==> config.mk <==
export PLATFORM = sky130hd
export DESIGN_NAME = escape_frame_deframer_xor_check_core_flat
export DESIGN_NICKNAME = d
export VERILOG_FILES = /design/src/design/efd_pkg.sv /design/src/design/efd_chan_if.sv /design/src/design/escape_frame_deframer_xor_check_core.sv /design/src/flat_wrapper.sv
export SDC_FILE = /design/constraint.sdc
export NUM_CORES = 1
export LEC_CHECK = 0
export BUFFER_PORTS_ARGS = -buffer_cell sky130_fd_sc_hd__buf_2
export CAP_MARGIN = 30
export CORE_MARGIN = 2
export CORE_UTILIZATION = 50
export CTS_CLUSTER_SIZE = 40
export DETAILED_ROUTE_END_ITERATION = 10
export PLACE_DENSITY = 0.72
export SYNTH_ARGS = -nofsm -noshare
export SYNTH_HDL_FRONTEND = slang
export SYNTH_SLANG_ARGS = --single-unit
==> constraint.sdc <==
create_clock -name clock -period 4.5 [get_ports clock]
set_clock_uncertainty 0.2 [all_clocks]
set_input_delay 0.9 -clock clock [delete_from_list [all_inputs] [get_ports clock]]
set_output_delay 0.9 -clock clock [all_outputs]
set_load 0.005 [all_outputs]
==> src/design/efd_pkg.sv <==
// Shared types and constants for the escape-framed deframer with XOR check.
package efd_pkg;

   typedef logic [7:0]  byte_type;
   typedef logic [15:0] count_type;
   typedef logic [1:0]  csr_index_type;
   typedef logic [15:0] csr_data_type;

   typedef enum logic [2:0] {
      ST_PAYLOAD  = 3'd0,
      ST_GOOD     = 3'd1,
      ST_BADSUM   = 3'd2,
      ST_BADESC   = 3'd3,
      ST_OVERFLOW = 3'd4
   } status_type;

   typedef enum logic [1:0] {
      CSR_MARKER = 2'd0,
      CSR_ESCAPE = 2'd1,
      CSR_LIMIT  = 2'd2
   } csr_reg_type;

   localparam byte_type  MARKER_RESET = 8'h7E;
   localparam byte_type  ESCAPE_RESET = 8'h7D;
   localparam count_type LIMIT_RESET  = 16'd240;

   // Code that follows an escape to stand for the escape or the marker byte.
   localparam byte_type  ESC_CODE_ESCAPE = 8'h01;
   localparam byte_type  ESC_CODE_MARKER = 8'h02;

   typedef struct packed {
      byte_type   out_byte;
      status_type frame_status;
      logic       frame_end;
   } result_type;

endpackage

==> src/design/efd_chan_if.sv <==
// Request and response channel interfaces for the deframer.
interface efd_req_if;
   import efd_pkg::*;
   logic     valid;
   logic     ready;
   byte_type rx_byte;

   modport source (output valid, output rx_byte, input ready);
   modport sink   (input valid, input rx_byte, output ready);
endinterface

interface efd_rsp_if;
   import efd_pkg::*;
   logic       valid;
   logic       ready;
   byte_type   out_byte;
   logic [2:0] frame_status;
   logic       frame_end;

   modport source (output valid, output out_byte, output frame_status, output frame_end,
                   input ready);
   modport sink   (input valid, input out_byte, input frame_status, input frame_end,
                   output ready);
endinterface

==> src/design/escape_frame_deframer_xor_check_core.sv <==
// Top level: byte-stuffed frame deframer with running XOR checksum.
// A result is registered into the response register, or into the skid register while that one is held.
// Throughput: one request per cycle; a response register and a skid register keep
// requests flowing while one result waits, and ready only drops when both are full.
// Reset (synchronous, active high) returns to hunting, clears frame state and output valid flags,
// and restores marker 0x7E, escape 0x7D and a frame limit of 240.
module escape_frame_deframer_xor_check_core (
   input  logic                   clock,
   input  logic                   reset,
   efd_req_if.sink                req,
   efd_rsp_if.source              rsp,
   input  logic                   csr_wr_en,
   input  efd_pkg::csr_index_type csr_index,
   input  efd_pkg::csr_data_type  csr_wdata
);
   import efd_pkg::*;

   byte_type   marker_ff, escape_ff;
   count_type  limit_ff;

   logic       in_frame_ff, in_frame_in;
   logic       esc_pend_ff, esc_pend_in;
   logic       esc_err_ff, esc_err_in;
   logic       held_valid_ff, held_valid_in;
   byte_type   held_byte_ff, held_byte_in;
   byte_type   xor_ff, xor_in;
   count_type  count_ff, count_in;

   logic       out_valid_ff, skid_valid_ff;
   result_type out_ff, skid_ff;

   logic       accept, pop, have_res;
   result_type res;
   logic       is_marker;
   count_type  count_inc;
   logic       have_val;
   byte_type   val;
   status_type end_st;

   assign req.ready = !skid_valid_ff;
   assign accept    = req.valid && req.ready;
   assign pop       = out_valid_ff && rsp.ready;

   assign is_marker = (req.rx_byte == marker_ff);
   assign count_inc = count_ff + 16'd1;

   always_comb begin
      in_frame_in   = in_frame_ff;
      esc_pend_in   = esc_pend_ff;
      esc_err_in    = esc_err_ff;
      held_valid_in = held_valid_ff;
      held_byte_in  = held_byte_ff;
      xor_in        = xor_ff;
      count_in      = count_ff;
      have_res      = 1'b0;
      res           = '{out_byte: 8'd0, frame_status: ST_PAYLOAD, frame_end: 1'b0};
      have_val      = 1'b0;
      val           = 8'd0;
      end_st        = ST_GOOD;

      if (esc_err_ff || esc_pend_ff) begin
         end_st = ST_BADESC;
      end else if (!held_valid_ff || xor_ff != 8'd0) begin
         end_st = ST_BADSUM;
      end

      if (!in_frame_ff) begin
         if (is_marker) begin
            in_frame_in   = 1'b1;
            esc_pend_in   = 1'b0;
            esc_err_in    = 1'b0;
            held_valid_in = 1'b0;
            xor_in        = 8'd0;
            count_in      = 16'd0;
         end
      end else if (is_marker) begin
         // A bad frame's closing marker also opens the next frame.
         have_res      = 1'b1;
         res           = '{out_byte: 8'd0, frame_status: end_st, frame_end: 1'b1};
         in_frame_in   = (end_st != ST_GOOD);
         esc_pend_in   = 1'b0;
         esc_err_in    = 1'b0;
         held_valid_in = 1'b0;
         xor_in        = 8'd0;
         count_in      = 16'd0;
      end else if (count_inc >= limit_ff) begin
         have_res      = 1'b1;
         res           = '{out_byte: 8'd0, frame_status: ST_OVERFLOW, frame_end: 1'b1};
         in_frame_in   = 1'b0;
         esc_pend_in   = 1'b0;
         esc_err_in    = 1'b0;
         held_valid_in = 1'b0;
         xor_in        = 8'd0;
         count_in      = 16'd0;
      end else begin
         count_in = count_inc;
         if (!esc_err_ff) begin
            if (esc_pend_ff) begin
               esc_pend_in = 1'b0;
               if (req.rx_byte == ESC_CODE_ESCAPE) begin
                  val      = escape_ff;
                  have_val = 1'b1;
               end else if (req.rx_byte == ESC_CODE_MARKER) begin
                  val      = marker_ff;
                  have_val = 1'b1;
               end else begin
                  esc_err_in = 1'b1;
               end
            end else if (req.rx_byte == escape_ff) begin
               esc_pend_in = 1'b1;
            end else begin
               val      = req.rx_byte;
               have_val = 1'b1;
            end
         end
         if (have_val) begin
            // The previous byte goes out now; the newest may yet be the checksum.
            have_res      = held_valid_ff;
            res           = '{out_byte: held_byte_ff, frame_status: ST_PAYLOAD,
                              frame_end: 1'b0};
            held_byte_in  = val;
            held_valid_in = 1'b1;
            xor_in        = xor_ff ^ val;
         end
      end
   end

   always_ff @(posedge clock) begin
      if (reset) begin
         marker_ff     <= MARKER_RESET;
         escape_ff     <= ESCAPE_RESET;
         limit_ff      <= LIMIT_RESET;
         in_frame_ff   <= 1'b0;
         esc_pend_ff   <= 1'b0;
         esc_err_ff    <= 1'b0;
         held_valid_ff <= 1'b0;
         held_byte_ff  <= 8'd0;
         xor_ff        <= 8'd0;
         count_ff      <= 16'd0;
         out_valid_ff  <= 1'b0;
         skid_valid_ff <= 1'b0;
      end else begin
         if (csr_wr_en) begin
            case (csr_index)
               CSR_MARKER: marker_ff <= csr_wdata[7:0];
               CSR_ESCAPE: escape_ff <= csr_wdata[7:0];
               CSR_LIMIT:  limit_ff  <= csr_wdata;
               default: ;
            endcase
         end
         if (accept) begin
            in_frame_ff   <= in_frame_in;
            esc_pend_ff   <= esc_pend_in;
            esc_err_ff    <= esc_err_in;
            held_valid_ff <= held_valid_in;
            held_byte_ff  <= held_byte_in;
            xor_ff        <= xor_in;
            count_ff      <= count_in;
         end
         if (skid_valid_ff) begin
            if (pop) begin
               skid_valid_ff <= 1'b0;
            end
         end else if (accept && have_res && out_valid_ff && !pop) begin
            skid_valid_ff <= 1'b1;
         end else if (accept && have_res) begin
            out_valid_ff <= 1'b1;
         end else if (pop) begin
            out_valid_ff <= 1'b0;
         end
      end
   end

   // Payload registers need no reset.
   always_ff @(posedge clock) begin
      if (skid_valid_ff) begin
         if (pop) begin
            out_ff <= skid_ff;
         end
      end else if (accept && have_res && out_valid_ff && !pop) begin
         skid_ff <= res;
      end else if (accept && have_res) begin
         out_ff <= res;
      end
   end

   assign rsp.valid        = out_valid_ff;
   assign rsp.out_byte     = out_ff.out_byte;
   assign rsp.frame_status = out_ff.frame_status;
   assign rsp.frame_end    = out_ff.frame_end;

   a_skid_needs_out: assert property (@(posedge clock) disable iff (reset)
      skid_valid_ff |-> out_valid_ff)
      else $error("skid register holds a result while the response register is empty");

   a_payload_not_end: assert property (@(posedge clock) disable iff (reset)
      (rsp.valid && !rsp.frame_end) |-> (rsp.frame_status == ST_PAYLOAD))
      else $error("payload response carries an end status");

   a_hunt_no_held: assert property (@(posedge clock) disable iff (reset)
      !in_frame_ff |-> (!held_valid_ff && !esc_pend_ff && !esc_err_ff))
      else $error("frame state left over while hunting");

   a_overflow_leaves_frame: assert property (@(posedge clock) disable iff (reset)
      (accept && have_res && res.frame_status == ST_OVERFLOW) |=> !in_frame_ff)
      else $error("overflow did not return the block to hunting");

endmodule

==> src/flat_wrapper.sv <==
// flat-port wrapper written by rule: the top's interface ports become plain ports
module escape_frame_deframer_xor_check_core_flat import efd_pkg::*;
  (clock, reset, csr_wr_en, csr_index, csr_wdata, req_valid, req_rx_byte, req_ready, rsp_valid, rsp_out_byte, rsp_frame_status, rsp_frame_end, rsp_ready);
  efd_req_if req_i ();
  efd_rsp_if rsp_i ();
  input  logic clock;
  input  logic reset;
  input  logic csr_wr_en;
  input  efd_pkg::csr_index_type csr_index;
  input  efd_pkg::csr_data_type csr_wdata;
  input wire logic [$bits(req_i.valid)-1:0] req_valid;
  input wire logic [$bits(req_i.rx_byte)-1:0] req_rx_byte;
  output wire logic [$bits(req_i.ready)-1:0] req_ready;
  output wire logic [$bits(rsp_i.valid)-1:0] rsp_valid;
  output wire logic [$bits(rsp_i.out_byte)-1:0] rsp_out_byte;
  output wire logic [$bits(rsp_i.frame_status)-1:0] rsp_frame_status;
  output wire logic [$bits(rsp_i.frame_end)-1:0] rsp_frame_end;
  input wire logic [$bits(rsp_i.ready)-1:0] rsp_ready;
  assign req_i.valid = req_valid;
  assign req_i.rx_byte = req_rx_byte;
  assign req_ready = req_i.ready;
  assign rsp_valid = rsp_i.valid;
  assign rsp_out_byte = rsp_i.out_byte;
  assign rsp_frame_status = rsp_i.frame_status;
  assign rsp_frame_end = rsp_i.frame_end;
  assign rsp_i.ready = rsp_ready;
  escape_frame_deframer_xor_check_core u_core (.clock(clock), .reset(reset), .req(req_i), .rsp(rsp_i), .csr_wr_en(csr_wr_en), .csr_index(csr_index), .csr_wdata(csr_wdata));
endmodule
==> results.cfg, run 1 <==
[hold_path]
holdPathStages = 2
min_to = u_core.limit_ff[2]
hp-class = flop to flop
min_from = u_core.limit_ff[2]

[critical_path]
setup.worst_path.class = flop to flop
crit_fanout = 11
reg2reg_depth = 14
crit_required_ns = 4.59
r2r_start = u_core.count_ff[0]
r2r-end = u_core.xor_ff[0]
worstSetupEndpointType = flop
start_kind = flop
worst_ep_arrival_time_ns = 4.25
reg2reg_slack_ns = 0.34

[power_and_ir_drop]
pwr-share-seq = 0.585
p_per_area_nw_per_um2 = 280
power.share.switching = 0.254
clockPowerShare = 0.341
p_switching_uw = 383
ir_drop_uv = 166
p_leak_nw = 1.97
p_int_mw = 1.12
power_frac_comb = 0.073

[placed_design]
pre_cts_ws_ns = 0.244
placed_cell_area_um2 = 5200
hpwl_um = 7880
routabilityCongestion = 0.898
io_buffers = 44

[clock_network]
cts_max_path_buffers = 2
cts_inserted_buffers = 9
clkSlewWorstSetupHoldPaths_ns = 0.10
cts.sinks = 94
clk_latency_ns = 0.37
cts_root_buffer = clkbuf_8
cts_setup_buffers = 0
ctsHtreeMaxLevel = 3
cts_tree = built

[routing]
via_per_inst = 5.59
drt_pre_antenna_iters = 4
routed_wl_um = 10800
drc = 0
drt-initial-drc-count = 176
wire_per_inst_um = 15.2
via_count = 3972
postRouteAntennaNets = 0

[sta]
fin_tns_setup_ns = 0
tightestPinTransition_ns = 0.821
grt_setup_unrepaired = false
worst_slack_ns = 0.341
maxSlewHeadroom = 0.450
drv_slew = 0
hold_viol = 0
setup-violations-final = 0
fmax_mhz = 240
hold_slack_ns = 0.259
timing.final.crit_share = 0.924
min_period_ns = 4.16

[logic_synthesis]
syn_area_per_cell_um2 = 8.92
synth_warnings = 0
synth_top_area_cell = dfxtp_1
synth_edf_count = 24
ys_ff_latch = 94
synthCells = 545
synthFlopType = dfxtp_1
synthArstFlopShare = 0
ys_seq_area_frac = 0.436
synth.most_common_cell = nand2_1
netlist_top_cells_count = nand2_1 (73), dfxtp_1 (70), a21oi_1 (47)
synth_top_cell_area_share = 0.288
synth_cell_types = 56
syn_area_um2 = 4860
synthTopCellsByArea = dfxtp_1 (29%), edfxtp_1 (15%), nand2_1 (5.6%)
syn-num-nets = 593

[global_route]
grt_pass1_vias = 3779
antenna_found_initial = 0
track_usage = 0.214
grt.overflow.total = 0
grt_pass1_wl_um = 17900
grt_max_degree = 45

[floorplanning]
io_pins = 45
die_h_um = 103
initial_utilization = 0.521
coreArea_um2 = 9330
rows = 35
die-area_um2 = 10500
die_w_um = 103

[status]
outcome = complete, no violations

[layout]
postLayoutCellArea_um2 = 5380
syn_to_final_growth_pct = 10.7
final_util = 0.577
drive_gt1_frac = 0.158
diodes = 0
fin_nets = 625

[run]
cap_violations = 0
[worst max-delay path by stage]
stage                              to               start  cells after the start  slack (ns)
4_1_cts              u_core.xor_ff[4]  u_core.count_ff[2]                     12        0.19
5_1_grt        u_core.rsp.out_byte[3]  u_core.count_ff[2]                     11        0.03
2_1_floorplan    u_core.rsp.frame_end  u_core.count_ff[0]                     13        0.09
6_report             u_core.xor_ff[0]  u_core.count_ff[0]                     14        0.34
3_5_place_dp         u_core.xor_ff[4]  u_core.count_ff[2]                     12        0.24
3_3_place_gp         u_core.xor_ff[0]  u_core.count_ff[2]                     12        0.35
[power groups by stage]
stage,Sequential (mW),Clock [mW],Combinational [mW]
2_1_floorplan,0.899,0,0.0740
3_3_place_gp,0.901,0,0.107
3_5_place_dp,0.902,0,0.110
4_1_cts,0.882,0.519,0.110
5_1_grt,0.884,0.552,0.123
6_report,0.882,0.514,0.110
[flip-flops by register name (all words and copies together) (netlist names)]
| name | cells |
|---|---|
| u_core.count_ff | 16 |
| u_core.esc_err_ff | 1 |
| u_core.esc_pend_ff | 1 |
| u_core.escape_ff | 8 |
| u_core.held_byte_ff | 8 |
| u_core.held_valid_ff | 1 |
| u_core.in_frame_ff | 1 |
| u_core.limit_ff | 16 |
| u_core.marker_ff | 8 |
| u_core.rsp.frame_end | 1 |
| u_core.rsp.frame_status | 3 |
| u_core.rsp.out_byte | 8 |
| u_core.rsp.valid | 1 |
| u_core.skid_ff | 12 |
| u_core.skid_valid_ff | 1 |
| u_core.xor_ff | 8 |
[cell usage in the layout (no fill, tap or decap), types with 6 or more instances in the layout]
cell,netlist,routed
xnor2_1,17,17
edfxtp_1,24,24
ha_1,17,17
xor2_1,14,14
nand3b_1,8,8
a31o_2,11,11
buf_4,2,10
buf_2,1,44
a21oi_1,47,47
a22o_1,6,6
dfxtp_1,70,70
nor2b_1,14,14
inv_1,22,22
and2_1,19,19
nand4_1,13,13
nand2_1,73,73
clkbuf_8,0,9
a22oi_1,8,8
a211o_1,12,12
nor2_1,23,23
o21ai_0,15,15
nand3_1,16,16
[logic make-up (layout without fill, tap and decap cells)]
kind of cell / count (synthesis) / in the layout / share of synthesized area
simple gates: 205 / 205 / 0.216
compound gates: 138 / 138 / 0.192
flops: 94 / 94 / 0.436
buf+inv: 55 / 92 / 0.0443
xor+xnor: 31 / 31 / 0.0558
fa+ha+maj: 17 / 17 / 0.0437
mux: 5 / 5 / 0.0108
[metrics by stage]
stage | total power [mW] | std cells
finish | 1.51 | 711
global route | 1.56 | 711
CTS | 1.51 | 711
detailed placement | 1.01 | 695
global placement | 1.01 | 694
floorplan | 0.973 | 545
[layout make-up]
type                    instances  area (µm²)
multi-input cells             396        2550
well taps                     129         161
clock buffers                  10         128
flip-flops and latches         94        2120
inverters                      22        82.6
fillers                       806        3950
clock inverters                 6        42.5
repair buffers                 54         295
[critical path: stages, from the launching register on]
cell      delay (ns)
dfxtp_1         0.44
ha_1            0.29
nand2_1         0.12
nor3_1          0.36
buf_4           0.20
nand3_1         0.09
xnor2_1         0.22
ha_1            0.27
nand4_1         0.11
or3_1           0.15
o22ai_1         0.13
or4_1           0.70
buf_4           0.24
or4_1           0.50
o221ai_1        0.08
[metal layers]
| layer | wire, µm | share of wire | global-route usage | up-vias |
|---|---|---|---|---|
| met1 | 5240 | 0.49 | 0.289 | 1870 |
| met2 | 5060 | 0.47 | 0.355 | 82 |
| met4 | 112 | 0.010 | 0.0585 | 0 |
| met5 | 0 | 0 | 0 | - |
| met3 | 355 | 0.033 | 0.0373 | 11 |
| li1 | - | - | - | 2009 |
[repair_timing]
action                     in CTS  in global routing
hold buffers                    0                  0
setup endpoints to repair       0                 49
gates resized for setup         0                  2
No activity file was read; power rests on OpenSTA's default activity.
==> run 2: changes to the inputs <==
==> constraint.sdc (replaced) <==
create_clock -name clock -period 3.6 [get_ports clock]
set_clock_uncertainty 0.2 [all_clocks]
set_input_delay 0.72 -clock clock [delete_from_list [all_inputs] [get_ports clock]]
set_output_delay 0.72 -clock clock [all_outputs]
set_load 0.02 [all_outputs]
==> run 2 against run 1 <==
Compared with the run above:
- final area up 6.5%
- via count up 3.5%
- sequential cell count unchanged
- die area unchanged
- combinational power up 30%
- highest routed layer unchanged
- non-clock buffer count up 21
==> results.cfg, run 2 (same netlist as run 1, synthesis figures left out) <==
[sta]
setup-violations-final = 0
tightestPinTransition_ns = 0.944
timing.final.crit_share = 0.983
hold_slack_ns = 0.262
drv_slew = 0
fmax_mhz = 283
hold_viol = 0
grt_setup_unrepaired = true
min_period_ns = 3.54
maxSlewHeadroom = 0.371

[layout]
stdcell_count = 732
diodes = 0
multi_input_area_um2 = 2680
syn_to_final_growth_pct = 17.8
largestRegisters = u_core.count_ff: 16 flops, u_core.limit_ff: 16 flops, u_core.skid_ff: 12 flops
fillerInstances = 791
final_util = 0.614
fin_nets = 646
final_cell_mix = nand2_1 (71), dfxtp_1 (62), a21oi_1 (46), buf_2 (44), buf_4 (29)
final_common_cell = nand2_1
drive_gt1_frac = 0.232
seq_area_um2 = 2140

[floorplanning]
initial_utilization = 0.521
coreArea_um2 = 9330
die_h_um = 103
die-area_um2 = 10500
io_pins = 45
rows = 35
die_w_um = 103

[critical_path]
reg2reg_depth = 12
cp_cell_sequence = and3_1 -> and3_1 -> nand4_1 -> xnor2_2 -> ha_1 -> nand4_1 -> or3_4 -> a311oi_2 -> nor3_2 -> a21o_1 -> nor3b_4 -> buf_12
setup.worst_path.class = flop to flop
worst_ep_arrival_time_ns = 3.42
start_kind = flop
slowest_delay_ns = 0.40
worstSetupEndpointType = flop
crit_required_ns = 3.48
crit_slowest_cell = dfxtp_1
crit_fanout = 12

[power_and_ir_drop]
power.share.switching = 0.264
p_switching_uw = 507
total_power_mw = 1.92
p_leak_nw = 2.19
power_frac_comb = 0.074
p_int_mw = 1.42
p_per_area_nw_per_um2 = 336
ir_drop_uv = 249
pwr-share-seq = 0.572
clockPowerShare = 0.354

[status]
outcome = complete, no violations

[clock_network]
cts_max_path_buffers = 2
ctsHtreeMaxLevel = 3
hold_buffers = 0
clk_latency_ns = 0.37
clkSlewWorstSetupHoldPaths_ns = 0.10
cts_tree = built
cts.sinks = 94
cts_inserted_buffers = 9
cts_root_buffer = clkbuf_8

[hold_path]
hp-class = flop to flop
holdPathStages = 2

[global_route]
grt.overflow.total = 0
track_usage = 0.222
antenna_found_initial = 0
grt_pass1_wl_um = 18500
grt_max_degree = 57
grt_pass1_vias = 3809

[placed_design]
dp_cells = 707
routabilityCongestion = 0.874
io_buffers = 44
hpwl_um = 8060

[routing]
drc = 0
drt_pre_antenna_iters = 4
via_count = 4111
drt-initial-drc-count = 215
wire_per_inst_um = 15.3
postRouteAntennaNets = 0
routed_wl_um = 11200
via_per_inst = 5.62

[run]
cap_violations = 0
run 2: cell count changes in the layout (fill, tap and decap cells not counted), moves of 2 or more:
cell     change
buf_4       +19
dfxtp_1      -8
dfxtp_4      +5
dfxtp_2      +3
nand3_1      -3
xnor2_1      -3
xnor2_2      +3
buf_12       +2
inv_8        +2
nand2_1      -2
nand3_2      +2
nor3_1       -2
run 2: final timing paths:
path	startpoint	end	slack, ns
setup / recovery	u_core.count_ff[9]	u_core.skid_ff[9]	0.06
setup reg to reg	u_core.count_ff[9]	u_core.skid_ff[9]	0.06
hold / removal	u_core.limit_ff[9]	u_core.limit_ff[9]	0.26
hold reg to reg	u_core.limit_ff[9]	u_core.limit_ff[9]	0.26
run 2: what timing repair did:
action / CTS / global route
hold endpoints to repair: 0 / 0
setup buffers: 0 / 9
gates resized for setup: 0 / 16
setup endpoints to repair: 12 / 61
pin swaps: 2 / 15
gates cloned: 0 / 0
run 2: metal layers:
| metal | GRT usage | share of wire |
|---|---|---|
| met5 | 0 | 0 |
| met3 | 0.0373 | 0.042 |
| met4 | 0.0595 | 0.0077 |
| met2 | 0.359 | 0.48 |
| met1 | 0.308 | 0.47 |
run 2: power by group through the flow:
stage	registers (mW)	logic (mW)	clock network, mW
2_1_floorplan	1.12	0.0931	0
3_3_place_gp	1.12	0.136	0
3_5_place_dp	1.13	0.140	0
4_1_cts	1.10	0.140	0.701
5_1_grt	1.10	0.159	0.747
6_report	1.10	0.143	0.681
run 2: worst max-delay path: cells and delay by family, from the launching register on:
family          cells  cell delay [ns]
compound gates      2             0.54
xor+xnor            1             0.18
flops               1             0.40
fa+ha+maj           1             0.30
simple gates        7             1.46
buf+inv             1             0.17
run 2: cell type report:
cell class | count | area share
flip-flops and latches | 94 | 0.374
clock inverters | 7 | 0.0111
well taps | 129 | 0.0282
repair buffers | 75 | 0.0834
clock buffers | 9 | 0.0216
multi-input cells | 396 | 0.467
inverters | 22 | 0.0144
run 2: per-stage QoR:
stage               TNS [ns]  worst slack [ns]  area (µm²)
floorplan                  0           0.00474        4960
global route           -3.07            -0.149        5730
CTS                        0           0.00400        5590
global placement           0             0.171        5410
finish                     0            0.0628        5730
detailed placement         0           0.00366        5410
